[config.mk]
export PLATFORM = sky130hd
export DESIGN_NAME = lesf_outq
export DESIGN_NICKNAME = d
export VERILOG_FILES = /design/src/lesf_pkg.sv /design/src/lesf_outq.sv
export SDC_FILE = /design/constraint.sdc
export NUM_CORES = 1
export LEC_CHECK = 0
export BUFFER_PORTS_ARGS = -buffer_cell sky130_fd_sc_hd__buf_2
export CAP_MARGIN = 10
export CORE_ASPECT_RATIO = 1.25
export CORE_MARGIN = 3
export CORE_UTILIZATION = 49
export DETAILED_ROUTE_END_ITERATION = 7
export GPL_ROUTABILITY_DRIVEN = 0
export GPL_TIMING_DRIVEN = 0
export PLACE_DENSITY = 0.75
export SYNTH_ARGS = -nofsm -noshare
export SYNTH_HDL_FRONTEND = slang
export SYNTH_SLANG_ARGS = --single-unit
export TNS_END_PERCENT = 30
[constraint.sdc]
create_clock -name clk -period 7.4 [get_ports clk]
set_input_delay 0.74 -clock clk [delete_from_list [all_inputs] [get_ports clk]]
set_output_delay 0.74 -clock clk [all_outputs]
set_load 0.02 [all_outputs]
[src/lesf_pkg.sv]
// ----------------------------------------------------------------------------
// lesf_pkg
// Shared types and constants of the largest empty square finder.
// ----------------------------------------------------------------------------
`timescale 1ns / 1ps

package lesf_pkg;

  localparam int MAX_ROWS  = 256;
  localparam int MAX_COLS  = 256;
  localparam int MAP_CELLS = MAX_ROWS * MAX_COLS;

  // Configuration register indexes
  localparam logic [2:0] REG_ROWS  = 3'd0;
  localparam logic [2:0] REG_COLS  = 3'd1;
  localparam logic [2:0] REG_EMPTY = 3'd2;
  localparam logic [2:0] REG_OBST  = 3'd3;
  localparam logic [2:0] REG_FILL  = 3'd4;

  typedef enum logic [2:0] {
    ST_CELL_OK  = 3'd0,
    ST_LOAD_OK  = 3'd1,
    ST_MAP_ERR  = 3'd2,
    ST_OUT_CELL = 3'd3,
    ST_NO_DATA  = 3'd4
  } lesf_status_t;

  typedef struct packed {
    logic [8:0] rows;
    logic [8:0] cols;
    logic [7:0] empty_code;
    logic [7:0] obst_code;
    logic [7:0] fill_code;
  } lesf_cfg_t;

  // Classified input item
  typedef struct packed {
    logic mode;
    logic obst;
    logic bad;
  } lesf_cmd_t;

  typedef struct packed {
    lesf_status_t status;
    logic [7:0]   square_row;
    logic [7:0]   square_col;
    logic [8:0]   square_side;
    logic [7:0]   out_byte;
    logic         end_of_row;
    logic         last_cell;
  } lesf_res_t;

  typedef struct packed {
    logic        start;
    logic [15:0] dividend;
    logic [8:0]  divisor;
  } lesf_div_req_t;

  typedef struct packed {
    logic        done;
    logic [15:0] quot;
    logic [8:0]  rem;
  } lesf_div_rsp_t;

endpackage

[src/lesf_outq.sv]
// ----------------------------------------------------------------------------
// lesf_outq
// Two-entry result queue between the engine and the result ports.
// ----------------------------------------------------------------------------
`timescale 1ns / 1ps

module lesf_outq (
  input  logic                clk,
  input  logic                rst_n,
  input  logic                res_push,
  input  lesf_pkg::lesf_res_t res,
  output logic                res_full,
  output logic                out_empty,
  input  logic                out_pop,
  output lesf_pkg::lesf_res_t head
);
  import lesf_pkg::*;

  lesf_res_t  q_r [2];
  logic       wp_r, wp_nxt;
  logic       rp_r, rp_nxt;
  logic [1:0] cnt_r, cnt_nxt;
  logic       push_ok, pop_ok;

  assign res_full  = (cnt_r == 2'd2);
  assign out_empty = (cnt_r == 2'd0);
  assign head      = q_r[rp_r];
  assign push_ok   = res_push && !res_full;
  assign pop_ok    = out_pop && !out_empty;

  always_comb begin
    wp_nxt  = push_ok ? ~wp_r : wp_r;
    rp_nxt  = pop_ok ? ~rp_r : rp_r;
    cnt_nxt = cnt_r + 2'(push_ok) - 2'(pop_ok);
  end

  always_ff @(posedge clk) begin
    if (push_ok) begin
      q_r[wp_r] <= res;
    end
  end

  always_ff @(posedge clk) begin
    if (!rst_n) begin
      wp_r  <= 1'b0;
      rp_r  <= 1'b0;
      cnt_r <= 2'd0;
    end else begin
      wp_r  <= wp_nxt;
      rp_r  <= rp_nxt;
      cnt_r <= cnt_nxt;
    end
  end

endmodule

# ---- Yosys cells after proc, flatten, opt, wreduce, memory -nomap -nowiden
# Memory sizes are Yosys's and may differ from the RTL's. A register that Yosys moved wholly into a read port is not among the register bits.
# Index checks and enable logic that the tools add are counted.
dict set report word_totals {
  reg_bits 4
  ramBits 76
  output_inout_bits 40
  elab_cells 18
  memories 1
}
dict set report op_classes {
  addsub 2
  eq_ne 1
  n_mux 4
  bitwise 2
  reduce_logical 5
}
# memory depth width rd rd_ports_with_merged_regs wr line_no
set memory_table {}
lappend memory_table {q_r 2 38 1 1 1 lesf_outq.sv:19} ;# lesf_res_t q_r [2];
# operator n
set ops {}
lappend ops {{1-bit 2-to-1 mux} 4}
lappend ops {{2-bit by 1-bit adder with 2-bit output} 1}
lappend ops {{2-bit == test (second input constant)} 1}
lappend ops {{1-bit logical AND} 2}
lappend ops {{1-bit logical NOT} 2}
lappend ops {{2-bit logical NOT} 1}
lappend ops {{1-bit NOT} 2}
lappend ops {{2-bit by 1-bit subtractor with 2-bit output} 1}

# ---- Longest topological paths before layout
# Gate-level depths: netlist (run 1).
dict set report depth {
  ltp_word 5
  mapped_depth 8
}

# ---- Worst setup path before layout (run 1)
# Ideal clock, no wire load.
dict set report synth_path {
  path_kind {input port to flip-flop}
  from {in res_push}
  to {mem q_r[0][0] (netlist name), enable pin}
  setup_ns 0.433
  t_arrival_ns 2.437
  required_ns 6.967
  path_slack_ns 4.530
  path_stages 2
  n_path_buf 0
  cell_sequence {nand2_1 > nor2_1}
}
dict set report synth_between {
  elab_chain_cells 3
}
# item line_no
set synth_lines {}
lappend synth_lines {{from (decl)} lesf_outq.sv:10} ;# input logic res_push,
lappend synth_lines {{1-bit logical AND} lesf_outq.sv:28} ;# assign push_ok = res_push && !res_full;
lappend synth_lines {{1-bit 2-to-1 mux} lesf_outq.sv:38} ;# if (push_ok) begin
lappend synth_lines {{1-bit 2-to-1 mux (implied by the code)} lesf_outq.sv:39} ;# q_r[wp_r] <= res;
lappend synth_lines {{to (decl)} lesf_outq.sv:19}
# No other way between the ends.

==> insert_results.sql, run 1 <==
INSERT INTO impl_metrics (metric_group, metric, value, unit) VALUES
('global_route', 'wire_length_of_the_first_global_routing_pass', '7424', 'µm'),
('clock_network', 'max_h_tree_level', '3', ''),
('floorplanning', 'die_height', '94.32', 'µm'),
('clock_network', 'cts_tree', 'built', ''),
('min_path', 'hold_depth', '2', ''),
('clock_network', 'cts_buffer_depth', '2', ''),
('finish', 'most_common_library_cell_in_the_layout_ignoring_fill_and_taps', 'buf_2', ''),
('sta', 'worst_pin_slew', '902.7', 'ps'),
('route', 'detailroute.via_count', '1525', ''),
('sta', 'setup_tns', '0', 'ps'),
('pwr', 'power_density', '351.9', 'nW/µm²'),
('clock_network', 'cts_inserted_buffers', '9', ''),
('yosys', 'ys_seq_area_share', '77.91', '%'),
('sta', 'fin_crit', '2245', 'ps'),
('finish', 'finish.net_count', '282', ''),
('setup_path', 'max_fanout_on_critical_path', '10', ''),
('global_route', 'vias_in_the_first_global_route', '1590', ''),
('place', 'place.port_buffers', '81', ''),
('place', 'detailedPlacementHpwl', '3271', 'µm'),
('finish', 'final_layout_size_suffix_gt1_share', '57.61', '%'),
('run_status', 'result_of_the_run', 'completed', ''),
('route', 'via_cell_ratio', '4.692', ''),
('setup_path', 'critPathLaunchType', 'flip-flop', ''),
('clock_network', 'root_buffer', 'clkbuf_8', ''),
('yosys', 'adder_cell_share_of_the_synthesized_area', '0.8183', '%'),
('finish', 'cell_area_after_layout', '3765', 'µm²'),
('clock_network', 'insertion_delay', '330', 'ps'),
('route', 'route.antenna.remaining_nets', '0', ''),
('sta', 'finalSetupViolations', '0', ''),
('finish', 'num_antenna_cells', '0', ''),
('clock_network', 'cts_sinks', '81', ''),
('clock_network', 'clk_pin_slew', '70', 'ps'),
('pwr', 'total_power', '0.001325', 'W'),
('global_route', 'antenna_found_initial', '0', ''),
('sta', 'post_route_clock_skew', '11.67', 'ps'),
('yosys', 'synthesis.instances', '145', ''),
('place', 'postPlaceCellArea', '3602', 'µm²'),
('finish', 'multiInputGateArea', '634.4', 'µm²'),
('min_path', 'hold_class', 'flip-flop to flip-flop', ''),
('yosys', 'synth_fp_nets', '189', ''),
('route', 'drt_iter0_drc', '75', ''),
('finish', 'ff_latch_area', '2382', 'µm²'),
('global_route', 'gr-usage-all-layers', '13.78', '%'),
('setup_path', 'crit_path_max_incr_delay', '340', 'ps'),
('yosys', 'compound_gate_fraction_of_synth_area', '0.2455', '%'),
('floorplanning', 'boundaryPins', '82', ''),
('finish', 'most_used_cells_in_the_layout_excluding_fill_and_tap_cells', '82 x buf_2, 76 x edfxtp_1, 20 x mux2_4', ''),
('sta', 'finalCritPeriodShare', '30.34', '%'),
('yosys', 'synth.mux.area_fraction', '16.78', '%'),
('flow_run', 'max_cap_viol_count', '0', ''),
('pwr', 'power.ir.vdd_worst', '0.1901', 'mV'),
('finish', 'synthToLayoutAreaGrowth', '23.12', '%'),
('pwr', 'static-leakage-power', '1.485', 'nW'),
('yosys', 'synth.ff_latch_count', '81', ''),
('yosys', 'synth.yosys.warnings', '0', ''),
('yosys', 'simple_gate_fraction_of_synth_area', '2.046', '%'),
('yosys', 'synth_area', '3058', 'µm²'),
('yosys', 'synth_xor_area_share', '0.5728', '%'),
('route', 'first_pass_iters', '4', ''),
('setup_path', 'cp_cell_sequence', 'buf_6, buf_6, mux2_4, buf_2', ''),
('setup_path', 'worst_setup_path_end_kind', 'primary output', ''),
('floorplanning', 'die_width', '76.66', 'µm'),
('setup_path', 'critical_path.most_common_cell', 'buf_6', ''),
('setup_path', 'ff2ff_path_depth', '4', ''),
('floorplanning', 'coreArea', '5934', 'µm²'),
('clock_network', 'cts_hold_buf', '0', ''),
('yosys', 'synth_top_family_by_area', 'multiplexers', ''),
('global_route', 'largest_net_degree_at_the_start_of_global_routing', '39', ''),
('yosys', 'synthDistinctLibCells', '18', ''),
('setup_path', 'worstPathRequired', '6660', 'ps'),
('global_route', 'gr-total-overflow', '0', '');
cell families after synthesis:
family,Yosys count
AND/OR/NAND/NOR,13
XOR/XNOR,2
adder cells (fa/ha/maj),2
AO/OA/AOI/OAI,1
multiplexers,39
flip-flops,81
buffers and inverters,7
per-layer routing:
layer | up-vias | wire (µm) | GRT usage [%]
li1 | 744 | - | -
met1 | 730 | 1816 | 13.46
met2 | 47 | 2724 | 25.81
met3 | 4 | 230 | 4.798
met4 | 0 | 70 | 6.798
met5 | - | 0 | 0
state kept, by name (all words and copies together), names as in the netlist, named ones only:
signal / flops
wp_r: 1
rp_r: 1
q_r: 76
cnt_r: 2
area by class of cell:
type | instances | area share [%]
well taps | 82 | 2.725
plain buffers | 4 | 1.030
inverters | 3 | 0.2991
clock buffers | 10 | 3.390
repair buffers | 82 | 11.50
flip-flops and latches | 81 | 63.28
multi-input cells | 57 | 16.85
clock inverters | 6 | 0.9305
cell usage after synthesis:
cell type,instances,area share [%]
and2_1,2,0.41
mux2i_1,1,0.33
buf_6,3,1.1
o21a_1,1,0.25
dfxtp_1,5,3.3
edfxtp_1,76,75
inv_1,3,0.37
nand2_1,2,0.25
buf_2,1,0.16
xnor2_1,1,0.29
xor2_1,1,0.29
nor2_1,5,0.61
nor3_1,1,0.16
ha_1,2,0.82
and3_1,1,0.20
mux2_4,20,9.8
nand2b_1,2,0.41
mux2_2,18,6.6
worst paths after layout:
kind,end,startpoint,slack [ps]
max,head[22],flip-flop,5160
min,wp_r$_SDFFE_PN0P_,wp_r$_SDFFE_PN0P_,510
max reg2reg,q_r[0][17]$_DFFE_PP_,cnt_r[0]$_SDFF_PN0_,5660
min reg2reg,wp_r$_SDFFE_PN0P_,wp_r$_SDFFE_PN0P_,510
power by group:
| group | switching (W) | internal (W) | leakage (nW) |
|---|---|---|---|
| logic | 0.000249 | 0.000200 | 0.650 |
| registers | 0.0000223 | 0.000591 | 0.751 |
| clock network | 0.000142 | 0.000119 | 0.0835 |
worst max-delay path: cells and delay by family (launching register included):
kind | cells | cell delay, ps
flops | 1 | 340
mux | 1 | 320
buf+inv | 3 | 510
stage by stage:
step	setup WS [ps]	utilization, %	std cells	hold slack [ps]
CTS	5118	63.44	325	523.2
finish	5155	63.44	325	514.9
global route	5076	63.44	325	554.2
floorplan	4530	-	145	454.9
global placement	3570	60.09	308	468.0
detailed placement	5330	60.70	309	511.0
Power figures use the tool's default switching activity.
==> run 2: changes to the inputs <==
clock period = 2.15 ns   (was 7.4 ns; I/O delays follow)
==> run 2 against run 1 <==
Effect of this change:
- wire length about the same
- via count grew 1.7%
- die area unchanged
- sequential power rose to 3.4 times the previous value
- clock power grew to 3.9 times the previous value
- cell area grew 0.43%
- hold slack worse by 460 ps
- highest routed layer unchanged
==> insert_results.sql, run 2 (synthesis gave the netlist of run 1 again) <==
INSERT INTO impl_metrics (metric_group, metric, value, unit) VALUES
('run_status', 'result_of_the_run', 'completed', ''),
('sta', 'final_critical_path_setup_slack', '395.2', 'ps'),
('min_path', 'hold_class', 'input port to flip-flop', ''),
('finish', 'most_common_library_cell_in_the_layout_ignoring_fill_and_taps', 'buf_2', ''),
('setup_path', 'cp_cell_sequence', 'nand2b_1, nand2_1, ha_1, inv_1, ha_1, xor2_1, and2_1, nor3_1', ''),
('clock_network', 'max_h_tree_level', '3', ''),
('place', 'dp_slack', '382.4', 'ps'),
('setup_path', 'worst_setup_path_end_kind', 'flip-flop', ''),
('pwr', 'power.clock.fraction', '21.9', '%'),
('sta', 'post_route_clock_skew', '9.724', 'ps'),
('sta', 'timing.max_slew.rel_slack', '39.23', '%'),
('floorplanning', 'boundaryPins', '82', ''),
('clock_network', 'clk_pin_slew', '80', 'ps'),
('setup_path', 'worstReg2RegStart', 'cnt_r[0]$_SDFF_PN0_', ''),
('route', 'drt_iter0_drc', '50', ''),
('floorplanning', 'coreArea', '5934', 'µm²'),
('clock_network', 'root_buffer', 'clkbuf_8', ''),
('sta', 'fin_crit', '1755', 'ps'),
('finish', 'largest_register_ff_count', '76', ''),
('pwr', 'p_int', '0.003254', 'W'),
('setup_path', 'max_fanout_on_critical_path', '4', ''),
('sta', 'maximum_frequency_from_static_timing_analysis', '0.5699', 'GHz'),
('global_route', 'gr-usage-all-layers', '13.86', '%'),
('pwr', 'power_density', '1239', 'nW/µm²'),
('floorplanning', 'die_width', '76.66', 'µm'),
('flow_run', 'max_cap_viol_count', '0', ''),
('clock_network', 'cts_hold_buf', '0', ''),
('floorplanning', 'die_height', '94.32', 'µm'),
('sta', 'slew_violations', '0', ''),
('setup_path', 'critPathArrivalTime', '2000', 'ps'),
('min_path', 'hold_start', 'res[10]', ''),
('pwr', 'share_comb_of_total_power', '33.0', '%'),
('route', 'detailroute.via_count', '1551', ''),
('pwr', 'sw_frac_of_total', '30.51', '%'),
('finish', 'finish.utilization', '63.71', '%'),
('sta', 'finalCritPeriodShare', '81.62', '%'),
('global_route', 'largest_net_degree_at_the_start_of_global_routing', '39', ''),
('floorplanning', 'placement_rows', '31', ''),
('finish', 'largest-register', 'q_r', ''),
('finish', 'finish.net_count', '282', ''),
('clock_network', 'cts.repair_timing.setup_buffer_count', '0', ''),
('clock_network', 'cts_buffer_depth', '2', ''),
('route', 'via_cell_ratio', '4.772', ''),
('place', 'place.port_buffers', '81', ''),
('sta', 'hold-worst-slack', '57.50', 'ps'),
('global_route', 'antenna_found_initial', '0', ''),
('sta', 'rsz0062_at_grt', 'false', ''),
('route', 'route.detailed.drc', '0', ''),
('pwr', 'power.ir.vdd_worst', '0.8556', 'mV'),
('global_route', 'vias_in_the_first_global_route', '1580', ''),
('sta', 'worst_pin_slew', '911.5', 'ps'),
('finish', 'largest_registers', 'q_r x76, cnt_r x2', ''),
('global_route', 'wire_length_of_the_first_global_routing_pass', '7389', 'µm'),
('route', 'avgRoutedWirePerCell', '14.90', 'µm'),
('finish', 'synthToLayoutAreaGrowth', '23.65', '%'),
('finish', 'final_layout_size_suffix_gt1_share', '56.79', '%'),
('setup_path', 'critical-path-slowest-cell', 'dfxtp_1', ''),
('floorplanning', 'start_util', '51.53', '%'),
('clock_network', 'cts_sinks', '81', ''),
('pwr', 'share_seq_of_total_power', '45.1', '%'),
('setup_path', 'critical_path.most_common_cell', 'ha_1', ''),
('clock_network', 'post_cts_resize_count', '0', ''),
('route', 'route.antenna.remaining_nets', '0', ''),
('setup_path', 'timing_worst_setup_path_type', 'flip-flop to flip-flop', ''),
('finish', 'num_antenna_cells', '0', ''),
('setup_path', 'cp-startpoint', 'cnt_r[0]$_SDFF_PN0_', ''),
('place', 'detailedPlacementHpwl', '3315', 'µm'),
('clock_network', 'cts_inserted_buffers', '9', ''),
('setup_path', 'crit_family', 'simple AND/OR/NAND/NOR gates', ''),
('route', 'first_pass_iters', '4', ''),
('pwr', 'sw_pwr', '0.001429', 'W'),
('setup_path', 'critPathLaunchType', 'flip-flop', ''),
('sta', 'hold_viol_final', '0', ''),
('setup_path', 'crit_path_max_incr_delay', '380', 'ps'),
('clock_network', 'cts_tree', 'built', ''),
('route', 'drt_wl_total', '4841', 'µm'),
('setup_path', 'cp_num_buf_inv', '1', ''),
('setup_path', 'worstPathRequired', '2400', 'ps'),
('floorplanning', 'die_area', '7230', 'µm²'),
('finish', 'most_used_cells_in_the_layout_excluding_fill_and_tap_cells', '82 x buf_2, 76 x edfxtp_1, 20 x mux2_4', ''),
('pwr', 'static-leakage-power', '1.493', 'nW'),
('clock_network', 'insertion_delay', '340', 'ps'),
('setup_path', 'ff2ff_setup_slack', '400', 'ps'),
('global_route', 'gr-total-overflow', '0', ''),
('sta', 'finalSetupViolations', '0', '');
run 2: cell count changes in the layout (fill, tap and decap cells not counted):
cell,change
bufinv_16,+1
clkinvlp_4,-1
clkinv_4,-1
clkbuf_1,+2
clkinv_2,-1
run 2: final cells by class:
type | instances | area, µm²
buffer | 4 | 38.79
clock buffer | 12 | 135.1
clock inverter | 4 | 43.79
fill | 441 | 2153
inverter | 3 | 11.26
multi-input combinational | 57 | 634.4
sequential | 81 | 2382
tap | 82 | 102.6
timing repair buffer | 82 | 432.9
run 2: per-stage QoR:
| step | setup TNS, ps | cells | power, W | area (µm²) |
|---|---|---|---|---|
| 2_1_floorplan | 0 | 145 | 0.003251 | 3060 |
| 3_3_place_gp | -23710 | 308 | 0.003660 | 3568 |
| 3_5_place_dp | 0 | 309 | 0.003724 | 3602 |
| 4_1_cts | 0 | 325 | 0.004735 | 3781 |
| 5_1_grt | 0 | 325 | 0.004893 | 3781 |
| 6_report | 0 | 325 | 0.004683 | 3781 |
run 2: worst paths after layout:
path,cells after the start,endpoint
setup / recovery,8,cnt_r[1]$_SDFF_PN0_
hold / removal,1,q_r[0][10]$_DFFE_PP_
setup reg to reg,8,cnt_r[1]$_SDFF_PN0_
hold reg to reg,2,wp_r$_SDFFE_PN0P_
run 2: worst register-to-register path: stages (launching register included):
cell	delay (ps)
dfxtp_1	380
nand2b_1	160
nand2_1	150
ha_1	320
inv_1	40
ha_1	170
xor2_1	150
and2_1	160
nor3_1	150
run 2: metal layers:
| layer | vias to the layer above | wire length [µm] | GRT usage [%] |
|---|---|---|---|
| met4 | 0 | 112 | 7.251 |
| li1 | 746 | - | - |
| met1 | 748 | 1861 | 14.22 |
| met2 | 47 | 2631 | 25.29 |
| met5 | - | 0 | 0 |
| met3 | 10 | 235 | 4.415 |
run 2: power groups by stage:
stage          logic [W]  registers (W)  clock network (W)
4_1_cts          0.00158        0.00212            0.00104
5_1_grt          0.00165        0.00214            0.00111
3_3_place_gp     0.00152        0.00214                  0
6_report         0.00155        0.00211            0.00103
3_5_place_dp     0.00157        0.00215                  0
2_1_floorplan    0.00112        0.00213                  0
