**config.mk**
```make
export PLATFORM = sky130hd
export DESIGN_NAME = lesf_front
export DESIGN_NICKNAME = d
export VERILOG_FILES = /design/src/lesf_pkg.sv /design/src/lesf_front.sv
export SDC_FILE = /design/constraint.sdc
export NUM_CORES = 1
export LEC_CHECK = 0
export BUFFER_PORTS_ARGS = -buffer_cell sky130_fd_sc_hd__buf_2
export CORE_MARGIN = 3
export CORE_UTILIZATION = 40
export CTS_BUF_LIST = sky130_fd_sc_hd__clkbuf_2 sky130_fd_sc_hd__clkbuf_4 sky130_fd_sc_hd__clkbuf_8
export DETAILED_ROUTE_END_ITERATION = 10
export GPL_TIMING_DRIVEN = 0
export PLACE_DENSITY_LB_ADDON = 0.12
export SLEW_MARGIN = 40
export SYNTH_ARGS = -nofsm -noshare
export SYNTH_HDL_FRONTEND = slang
export SYNTH_SLANG_ARGS = --single-unit
```
**constraint.sdc**
```tcl
create_clock -name clk -period 4.3 [get_ports clk]
set_clock_uncertainty 0.05 [all_clocks]
set_input_delay 0.86 -clock clk [delete_from_list [all_inputs] [get_ports clk]]
set_output_delay 0.86 -clock clk [all_outputs]
set_load 0.05 [all_outputs]
```
**src/lesf_pkg.sv**
```systemverilog
// ----------------------------------------------------------------------------
// lesf_pkg
// Shared types and constants of the largest empty square finder.
// ----------------------------------------------------------------------------
`timescale 1ns / 1ps

package lesf_pkg;

  localparam int MAX_ROWS  = 256;
  localparam int MAX_COLS  = 256;
  localparam int MAP_CELLS = MAX_ROWS * MAX_COLS;

  // Configuration register indexes
  localparam logic [2:0] REG_ROWS  = 3'd0;
  localparam logic [2:0] REG_COLS  = 3'd1;
  localparam logic [2:0] REG_EMPTY = 3'd2;
  localparam logic [2:0] REG_OBST  = 3'd3;
  localparam logic [2:0] REG_FILL  = 3'd4;

  typedef enum logic [2:0] {
    ST_CELL_OK  = 3'd0,
    ST_LOAD_OK  = 3'd1,
    ST_MAP_ERR  = 3'd2,
    ST_OUT_CELL = 3'd3,
    ST_NO_DATA  = 3'd4
  } lesf_status_t;

  typedef struct packed {
    logic [8:0] rows;
    logic [8:0] cols;
    logic [7:0] empty_code;
    logic [7:0] obst_code;
    logic [7:0] fill_code;
  } lesf_cfg_t;

  // Classified input item
  typedef struct packed {
    logic mode;
    logic obst;
    logic bad;
  } lesf_cmd_t;

  typedef struct packed {
    lesf_status_t status;
    logic [7:0]   square_row;
    logic [7:0]   square_col;
    logic [8:0]   square_side;
    logic [7:0]   out_byte;
    logic         end_of_row;
    logic         last_cell;
  } lesf_res_t;

  typedef struct packed {
    logic        start;
    logic [15:0] dividend;
    logic [8:0]  divisor;
  } lesf_div_req_t;

  typedef struct packed {
    logic        done;
    logic [15:0] quot;
    logic [8:0]  rem;
  } lesf_div_rsp_t;

endpackage

```
**src/lesf_front.sv**
```systemverilog
// ----------------------------------------------------------------------------
// lesf_front
// Input side: classifies each cell byte against the codes and queues it.
// ----------------------------------------------------------------------------
`timescale 1ns / 1ps

module lesf_front (
  input  logic                clk,
  input  logic                rst_n,
  input  lesf_pkg::lesf_cfg_t cfg,
  input  logic                in_push,
  output logic                in_full,
  input  logic                in_mode,
  input  logic [7:0]          in_cell_byte,
  output logic                cmd_valid,
  output lesf_pkg::lesf_cmd_t cmd,
  input  logic                cmd_pop
);
  import lesf_pkg::*;

  lesf_cmd_t  q_r [2];
  lesf_cmd_t  cls;
  logic       wp_r, wp_nxt;
  logic       rp_r, rp_nxt;
  logic [1:0] cnt_r, cnt_nxt;
  logic       push_ok, pop_ok;

  assign in_full   = (cnt_r == 2'd2);
  assign cmd_valid = (cnt_r != 2'd0);
  assign cmd       = q_r[rp_r];
  assign push_ok   = in_push && !in_full;
  assign pop_ok    = cmd_pop && cmd_valid;

  always_comb begin
    cls.mode = in_mode;
    cls.obst = (in_cell_byte != cfg.empty_code);
    cls.bad  = (in_cell_byte != cfg.empty_code) && (in_cell_byte != cfg.obst_code);
  end

  always_comb begin
    wp_nxt  = push_ok ? ~wp_r : wp_r;
    rp_nxt  = pop_ok ? ~rp_r : rp_r;
    cnt_nxt = cnt_r + 2'(push_ok) - 2'(pop_ok);
  end

  always_ff @(posedge clk) begin
    if (push_ok) begin
      q_r[wp_r] <= cls;
    end
  end

  always_ff @(posedge clk) begin
    if (!rst_n) begin
      wp_r  <= 1'b0;
      rp_r  <= 1'b0;
      cnt_r <= 2'd0;
    end else begin
      wp_r  <= wp_nxt;
      rp_r  <= rp_nxt;
      cnt_r <= cnt_nxt;
    end
  end

endmodule

```
# == After elaboration in Yosys (flattened, before gate mapping) ==
# Memories as Yosys holds them, arrays and structs flattened. A register that Yosys moved wholly into a read port is not among the register bits.
# Index checks and enable logic that the tools add are counted.
# word_totals
reg_bits,4
ram_bits,6
inputBits,55
mem_count,1
# memory_table
memory,words,width,read_ports,rd_clocked_by_memory_dff,write_ports,line,text
q_r,2,3,1,1,1,lesf_front.sv:21,lesf_cmd_t q_r [2];
# classes
addsub,2
eq_ne,3
n_mux,4
n_bitwise,2
n_reduce_logical,5
# ops
operator,n
!= test 8 bit,2
2-to-1 mux 1 bit,4
logical AND 1 bit,3
adder 2 x 1 -> 2 bit,1
"== test 2 bit, second input constant",1
inverter 1 bit,2
nonzero test 2 bit,1
subtractor 2 x 1 -> 2 bit,1
logical NOT 1 bit,1

# == Longest topological paths before layout ==
# Gate-level depths: netlist of the first run.
# depth
ltp_word,5
ltp_mapped,8

# == Least setup slack after synthesis of the first run ==
# Ideal clock, no wire load.
# synth_path
path_kind,in2reg
start,input cmd_pop
end,register cnt_r[1]
t_arrival_ns,1.772
setup_slack_ns,2.363
stages,7
cell_sequence,o21a_1 > ha_1 > inv_1 > ha_1 > xor2_1 > xnor2_1 > nor2_1
# synth_via
elab_chain_len,2
# synth_lines
element,line,text
"start, declared",lesf_front.sv:17,input logic cmd_pop
logical AND 1 bit,lesf_front.sv:32,assign pop_ok = cmd_pop && cmd_valid;
subtractor 2 x 1 -> 2 bit,lesf_front.sv:43,cnt_nxt = cnt_r + 2'(push_ok) - 2'(pop_ok);
"end signal, assigned",lesf_front.sv:60,cnt_r <= cnt_nxt;
"end, declared",lesf_front.sv:25,"logic [1:0] cnt_r, cnt_nxt;"
# Every way passes these cells.
# A chain may end at the register's enable or synchronous reset.

==> flow_metrics.tcl, run 1 <==
set metrics [dict create \
    nNetsFinal 153 \
    holdBufCountCts 0 \
    tightest_slew_ps 343 \
    setup_violations 0 \
    status "completed" \
    switchingPower_w 0.000143 \
    h-tree-depth 1 \
    grt_pass1_vias 492 \
    coreArea_um2 1380 \
    initial_core_util_pct 45.4 \
    holdWs_ps 463 \
    internal_power_w 0.000237 \
    routed_wl_mm 1.10 \
    post-cts-setup-buffer-count 0 \
    max-cap-violations 0 \
    cp_top_family "flip-flops" \
    ctsResizeCount 0 \
    drtPass1Iterations 3 \
    cts_buffer_depth 2 \
    hold_viol 0 \
    powerDensity_nw_per_um2 452 \
    drc 0 \
    post-dp-hpwl_um 953 \
    sequentialPowerShare_pct 38.3 \
    p_comb_share_pct 41.7 \
    grt_start_max_net_pins 7 \
    leakagePower_nw 0.399 \
    ys_warn_count 0 \
    dieArea_um2 2080 \
    synthDistinctLibCells 20 \
    period_minus_slack_ps 2110 \
    clkTransAtPathRegs_ps 70 \
    crit_arrival_ps 1200 \
    rsz0062_at_grt "no" \
    required_ps 3390 \
    path_cells "mux2_2, buf_2" \
    syn_area_um2 628 \
    antenna_found_initial 0 \
    synth.avg_cell_area_um2 10.8 \
    cpMaxStageDelayCell "dfxtp_1" \
    grt_first_pass_wirelength_mm 1.88 \
    tns_ps 0 \
    grt_overflow_total 0 \
    ys_seq_area_share_pct 44.6 \
    gp_congestion 0.705 \
    die_w_um 45.6 \
    cts_root_buf "clkbuf_4" \
    peakVddDrop_mv 0.348 \
    timing.slew.headroom_pct 77.0 \
    ant_nets 0 \
    via_per_inst 4.77 \
    end_kind "output port" \
    switching_share_pct 37.6 \
    cts_num_sinks 11 \
    cpPeakStageDelay_ps 380 \
    fmax_ghz 0.475 \
    ys_ff_latch 11 \
    cts_made_buffers 3 \
    drive_above_1_share_pct 46.3 \
    vias 525 \
    final_cell_mix "33 x buf_2, 17 x xor2_1, 6 x edfxtp_1, 5 x dfxtp_1" \
    critPathKind "flop to output port" \
    finalCritPeriodShare_pct 49.0 \
    clk_latency_ps 270 \
    cts_tree "done" \
    worstHoldPathType "flop to flop" \
    die_y_um 45.6 \
    drt-initial-drc-count 8 \
    port_buffers 33 \
    diodes 0 \
    cp.buffers_inverters 1 \
    avgRoutedWirePerCell_um 10.0 \
    syn_to_final_growth_pct 34.1 \
    drv_slew 0 \
    power_frac_clock_pct 20.1 \
    final_common_cell "buf_2" \
    grtUsageTotal_pct 12.8 \
    startpoint_type "flop" \
    rows 13 \
    io_pins 60 \
    synth_cells 58 \
    syn_nets 115 \
    num-fill-cells 129 \
    cp_max_fo 3 \
]
==> cell families after synthesis <==
family                     count (synthesis)  share of synthesized area (%)
buffers and inverters                      5                           2.99
muxes                                      3                           5.38
xor gates and xnor gates                  19                           26.5
AOI/OAI and AO/OA                          4                           3.98
DFF                                       11                           44.6
adders and majority gates                  2                           3.98
and+or+nand+nor                           14                           12.6
==> metal layers <==
layer | up-vias | wire length [µm] | global-route usage, %
met4 | 0 | 12 | 7.02
met5 | - | 0 | 0
li1 | 272 | - | -
met3 | 2 | 114 | 4.74
met1 | 228 | 475 | 15.6
met2 | 23 | 497 | 19.2
==> cells in the mapped netlist (all sizes together) <==
cell type	count	area share (%)
xor2	17	24
edfxtp	6	29
and2	1	1.0
and3	1	1.2
o21ai	1	0.80
inv	5	3.0
a21oi	1	0.80
or3	1	1.0
mux2	3	5.4
dfxtp	5	16
or2	1	1.0
nand2b	1	1.4
xnor2	2	2.8
nor2	3	1.8
a22oi	1	1.2
nor4	4	4.0
o21a	1	1.2
ha	2	4.0
nand2	2	1.2
==> tightest hold or removal path, delay by kind of cell, from the launching register on <==
kind           cells  cell delay, ps
AO/OA/AOI/OAI      2             140
flip-flops         1             320
==> flip-flops by register name, indices dropped and copies added, names as in the netlist, named ones only <==
name,cells
cnt_r,2
wp_r,1
q_r,6
rp_r,1
==> layout make-up <==
type | count | area [µm²] | share of cell area (%)
Tap cell | 15 | 18.8 | 2.23
Clock buffer | 4 | 30.0 | 3.57
Inverter | 5 | 18.8 | 2.23
Multi-Input combinational cell | 42 | 329 | 39.1
Sequential cell | 11 | 280 | 33.3
Timing Repair Buffer | 33 | 165 | 19.6
==> power by group through the flow <==
stage / logic [W] / registers (W) / clock network (W)
2_1_floorplan: 0.000123 / 0.000144 / 0
3_3_place_gp: 0.000158 / 0.000148 / 0
3_5_place_dp: 0.000160 / 0.000148 / 0
4_1_cts: 0.000160 / 0.000146 / 0.0000787
5_1_grt: 0.000175 / 0.000149 / 0.0000847
6_report: 0.000159 / 0.000145 / 0.0000763
==> through the flow <==
stage	worst slack, ps	area (µm²)	std cells	utilization [%]	total power [W]
2_1_floorplan	2360	628	58	-	0.000267
3_5_place_dp	2200	812	106	58.7	0.000308
4_1_cts	2180	842	110	60.9	0.000385
5_1_grt	2140	842	110	60.9	0.000409
6_report	2190	842	110	60.9	0.000380
3_3_place_gp	2220	812	106	58.7	0.000305
==> worst paths after layout <==
| kind | end | slack [ps] | start | depth (start not counted) |
|---|---|---|---|---|
| hold reg to reg | wp_r | 460 | wp_r | 2 |
| setup / recovery | cmd[0] | 2190 | flop | 2 |
| hold / removal | wp_r | 460 | wp_r | 2 |
| setup reg to reg | cnt_r[1] | 2710 | cnt_r[1] | 7 |
Note: power is estimated with default switching activity, not from simulation.
==> run 2: changes to the inputs <==
- ABC_AREA: not set -> 1
- CORE_UTILIZATION: 40 -> 36
- clock period: 4.3 -> 1.85 ns (I/O delays scaled with it)
==> run 2 against run 1 <==
Net effect:
- total power up 150%
- area after synthesis up 24%
- synthesized cell count rose by 110%
==> flow_metrics.tcl, run 2 <==
set metrics [dict create \
    clk_latency_ps 260 \
    r2r_cells 7 \
    synthDistinctLibCells 19 \
    wl_met2_um 679 \
    ys_seq_area_share_pct 36.0 \
    multi_input_area_um2 393 \
    ys_async_sr_fraction_pct 0 \
    ys_warn_count 0 \
    min_path_cells 1 \
    regToRegSetupSlack_ps 260 \
    grt_first_pass_wirelength_mm 2.36 \
    synth.avg_cell_area_um2 6.49 \
    diodes 0 \
    grt_overflow_total 0 \
    ctsResizeCount 0 \
    switching_share_pct 40.9 \
    synthFlopType "edfxtp_1" \
    tightest_slew_ps 264 \
    synth_top_area_cell "edfxtp_1" \
    powerDensity_nw_per_um2 934 \
    avgRoutedWirePerCell_um 7.40 \
    wl_met1_um 572 \
    p_comb_share_pct 44.3 \
    nNetsFinal 215 \
    cts_tree "done" \
    drtPass1Iterations 4 \
    die_w_um 52.5 \
    internal_power_w 0.000556 \
    required_ps 1430 \
    dieArea_um2 2760 \
    drt-initial-drc-count 7 \
    hold_viol 0 \
    holdBufCountCts 0 \
    peakVddDrop_mv 0.600 \
    setup_violations 0 \
    finalCritPeriodShare_pct 87.1 \
    rsz0062_at_grt "no" \
    antenna_found_initial 0 \
    drv_slew 0 \
    die_y_um 52.5 \
    cts_buffer_depth 2 \
    cts_num_sinks 11 \
    largest_reg_flops 6 \
    synth_cells 120 \
    worstHoldPathType "primary input to flop" \
    num-fill-cells 223 \
    post-dp-hpwl_mm 1.20 \
    gp_congestion 0.650 \
    initial_core_util_pct 38.9 \
    grtUsageTotal_pct 11.7 \
    drive_above_1_share_pct 31.2 \
    h-tree-depth 1 \
    via_per_inst 4.14 \
    placement.cell_area_um2 977 \
    routed_wl_mm 1.36 \
    grt_pass1_vias 677 \
    synth_top_area_share_pct 23.2 \
    final_area_um2 1010 \
    coreArea_um2 2000 \
    synth_edf_count 6 \
    yosysMostFrequentCell "nand2_1" \
    post-cts-setup-buffer-count 0 \
    status "completed" \
    cts_made_buffers 3 \
    period_minus_slack_ps 1610 \
    final_common_cell "nand2_1" \
    seqCellArea_um2 280 \
    ys_ff_latch 11 \
    synthTopCellsByArea "edfxtp_1 23%, nand2_1 23%, dfxtp_1 13%" \
    min_to "q_r[1][2]" \
    vias 761 \
    final_cell_mix "48 x nand2_1, 33 x buf_2, 25 x inv_1, 15 x nor2_1, 6 x edfxtp_1" \
    critPathKind "flop to output port" \
    syn_to_final_growth_pct 29.4 \
    sequentialPowerShare_pct 37.5 \
    cts_root_buf "clkbuf_4" \
    rows 16 \
    timing.slew.headroom_pct 82.4 \
    cp_max_fo 3 \
    min_from "in_mode" \
    power_w 0.000941 \
    leakagePower_nw 0.584 \
    reg.largest.list "q_r (6), cnt_r (2)" \
    maxUsedRoutingLayer "met4" \
    port_buffers 33 \
    ant_nets 0 \
    r2r_start "cnt_r[0]" \
    crit_arrival_ps 1190 \
    syn_area_um2 778 \
    grt_start_max_net_pins 7 \
    max-cap-violations 0 \
    holdWs_ps 245 \
    io_pins 60 \
    switchingPower_w 0.000385 \
    clkTransAtPathRegs_ps 70 \
    syn_nets 177 \
    largest-register "q_r" \
    tns_ps 0 \
    end_kind "output port" \
    rr_endpoint "cnt_r[1]" \
    yosys-top-cells-count "48 x nand2_1, 25 x inv_1, 15 x nor2_1" \
    wl_met3_um 91 \
    final_util_pct 50.3 \
    drc 0 \
    fmax_ghz 0.621 \
    startpoint_type "flop" \
    power_frac_clock_pct 18.2 \
]
run 2: critical path, cell delays in order (launching register included):
cell	delay (ps)
dfxtp_1	370
mux2_2	340
buf_2	210
run 2: worst max path at each step:
stage             start        to  cells after the start
6_report           flop    cmd[1]                      2
5_1_grt        cnt_r[0]  cnt_r[1]                      7
4_1_cts            flop    cmd[1]                      2
3_5_place_dp    cmd_pop  cnt_r[1]                      8
3_3_place_gp    cmd_pop  cnt_r[1]                      8
2_1_floorplan  cnt_r[0]  cnt_r[1]                      7
run 2: power groups by stage:
stage	sequential (W)	clock, W	combinational (W)
finish	0.000353	0.000171	0.000417
global route	0.000360	0.000195	0.000469
CTS	0.000354	0.000183	0.000424
detailed placement	0.000359	0	0.000422
global placement	0.000358	0	0.000415
floorplan	0.000351	0	0.000329
run 2: metrics by stage:
stage / setup WS [ps] / cells
finish: 239 / 184
floorplan: 339 / 120
CTS: 219 / 184
global route: 118 / 184
global placement: 285 / 180
detailed placement: 252 / 180
run 2: per-layer routing:
layer	up-vias	global-route usage, %
met5	-	0
met4	0	8.94
met3	2	2.56
met2	24	20.7
met1	308	11.8
li1	427	-
run 2: kinds of logic (layout without fill, tap and decap cells):
| logic type | count (synthesis) | after routing | synth area share (%) |
|---|---|---|---|
| adder cells (fa/ha/maj) | 2 | 2 | 3.21 |
| buffers and inverters | 28 | 65 | 13.5 |
| AND/OR/NAND/NOR | 65 | 65 | 32.0 |
| multiplexers | 3 | 3 | 4.34 |
| XOR/XNOR | 2 | 2 | 2.25 |
| AO/OA/AOI/OAI | 9 | 9 | 8.68 |
| flip-flops | 11 | 11 | 36.0 |
run 2: cell type report:
cell class	count	area share [%]
sequential	11	27.8
multi-input combinational	81	39.0
timing repair buffer	33	16.4
tap	27	3.35
inverter	28	10.4
clock buffer	4	2.98
==> run 3: changes to the inputs <==
--- a/config.mk
+++ b/config.mk
@@ -9,2 +9,3 @@
 export BUFFER_PORTS_ARGS = -buffer_cell sky130_fd_sc_hd__buf_2
+export CORE_ASPECT_RATIO = 1.4
 export CORE_MARGIN = 3
==> constraint.sdc (replaced) <==
create_clock -name clk -period 1.29 [get_ports clk]
set_clock_uncertainty 0.05 [all_clocks]
set_input_delay 0.258 -clock clk [delete_from_list [all_inputs] [get_ports clk]]
set_output_delay 0.258 -clock clk [all_outputs]
set_load 0.02 [all_outputs]
==> run 3 against run 2 <==
Net effect:
- hold slack got worse by 120 ps
- flip-flop and latch count unchanged
- the run now ends with negative setup slack left
- sequential share of layout area decreased by 2.4 points
- critical path depth up 5
- combinational power is 92% higher
- clock power rose by 50%
- highest routed layer unchanged
==> flow_metrics.tcl, run 3 (synthesized netlist as in run 2, its figures left out) <==
set metrics [dict create \
    grt_overflow_total 0 \
    rr_endpoint "cnt_r[1]" \
    dp.cells 174 \
    path_cells "o21a_4, ha_4, inv_2, ha_4, xnor2_2, o21ai_1, a21oi_1" \
    cp_max_fo 4 \
    peakVddDrop_mv 0.696 \
    rows 19 \
    gp_congestion 0.690 \
    cpMaxStageDelayCell "dfxtp_4" \
    leakagePower_nw 0.637 \
    cts_root_buf "clkbuf_4" \
    cts_made_buffers 3 \
    avgRoutedWirePerCell_um 8.57 \
    min_from "in_mode" \
    ant_nets 0 \
    grt_first_pass_wirelength_mm 2.54 \
    via_per_inst 4.45 \
    largest_reg_flops 6 \
    min_path_cells 1 \
    startpoint_type "flop" \
    r2r_start "cnt_r[1]" \
    coreArea_um2 2000 \
    dieArea_um2 2760 \
    cp_common_cell "ha_4" \
    placement.cell_area_um2 1020 \
    die_y_um 61.0 \
    wl_met2_um 841 \
    tightest_slew_ps 250 \
    rsz0062_at_grt "yes" \
    critPathKind "flop to flop" \
    cts_num_sinks 11 \
    tns_ps -540 \
    drc 0 \
    min_to "q_r[1][2]" \
    reg.largest.list "q_r (6), cnt_r (2)" \
    hold_viol 0 \
    status "finished, violations left" \
    final_cell_mix "47 x nand2_1, 28 x buf_2, 23 x inv_1, 13 x nor2_1" \
    dp_slack_ps -219 \
    crit_arrival_ps 1580 \
    required_ps 1410 \
    fmax_ghz 0.685 \
    nNetsFinal 220 \
    maxUsedRoutingLayer "met4" \
    h-tree-depth 1 \
    final_common_cell "nand2_1" \
    power_w 0.00160 \
    clkTransAtPathRegs_ps 70 \
    wl_met3_um 75 \
    failed_checks "negative setup slack" \
    initial_core_util_pct 39.0 \
    drive_above_1_share_pct 40.1 \
    period_minus_slack_ps 1460 \
    powerDensity_nw_per_um2 1390 \
    wl_met1_um 591 \
    regToRegSetupSlack_ps -170 \
    die_w_um 45.3 \
    holdBufCountCts 0 \
    finalCritPeriodShare_pct 113 \
    diodes 0 \
    end_kind "flop" \
    syn_to_final_growth_pct 47.3 \
    worstHoldPathType "primary input to flop" \
    timing.slew.headroom_pct 83.2 \
    stdcell_count 183 \
    drv_slew 0 \
    setup_violations 6 \
    clk_latency_ps 270 \
    grt_pass1_vias 740 \
    antenna_found_initial 0 \
    io_pins 60 \
    max-cap-violations 0 \
    routed_wl_mm 1.57 \
    grtUsageTotal_pct 13.0 \
    final_area_um2 1150 \
    cts_buffer_depth 2 \
    cts_tree "done" \
    drt-initial-drc-count 4 \
    cpPeakStageDelay_ps 360 \
    vias 815 \
    drtPass1Iterations 2 \
    post-dp-hpwl_mm 1.31 \
    fin_ws_ps -170 \
    largest-register "q_r" \
    r2r_cells 7 \
    port_buffers 33 \
    grt_start_max_net_pins 7 \
]
==> run 3: changes by cell type in the layout (fill, tap and decap cells not counted), sizes merged <==
cell	change
buf	+5
==> run 3: report_power, final <==
part	switching [W]	internal [W]	total, W	leakage [nW]
clock network	0.000116	0.000141	0.000257	0.0184
logic	0.000371	0.000429	0.000800	0.530
registers	0.0000723	0.000468	0.000540	0.0887
total	0.000559	0.00104	0.00160	0.637
==> run 3: per-layer routing <==
metal | global-route usage, % | vias to the layer above
met5 | 0 | -
met4 | 11.3 | 0
met3 | 2.05 | 5
met2 | 25.1 | 24
met1 | 10.9 | 346
li1 | - | 440
==> run 3: final cells by class <==
class                      instances  area, µm²
clock buffer                       4       30.0
fill                             188        851
inverter                          28        105
multi-input combinational         81        455
sequential                        11        292
tap                               21       26.3
timing repair buffer              38        238
==> run 3: repair_timing <==
item | CTS | global route
resized for setup | 17 | 5
buffers inserted | 3 | 3
endpoints found under the setup margin | 6 | 10
pin swaps | 7 | 1
==> run 3: how the worst max path moves through the flow <==
stage,startpoint,to,depth (start not counted)
2_1_floorplan,cnt_r[0],cnt_r[1],7
6_report,cnt_r[1],cnt_r[1],7
3_3_place_gp,cnt_r[0],cnt_r[1],7
5_1_grt,cnt_r[1],cnt_r[1],7
4_1_cts,cnt_r[1],cnt_r[1],7
3_5_place_dp,cnt_r[0],cnt_r[1],7
==> run 3: through the flow <==
step,hold slack (ps),util (%)
after floorplan,301,-
after global placement,391,50.9
after detailed placement,403,50.9
after CTS,121,56.1
after global routing,111,57.4
final,122,57.4
==> run 3: critical path, delay by kind of cell, from the launching register on <==
kind	cells	cell delay, ps
buf+inv	1	30
flops	1	360
fa+ha+maj	2	400
compound gates	3	370
xor+xnor	1	120
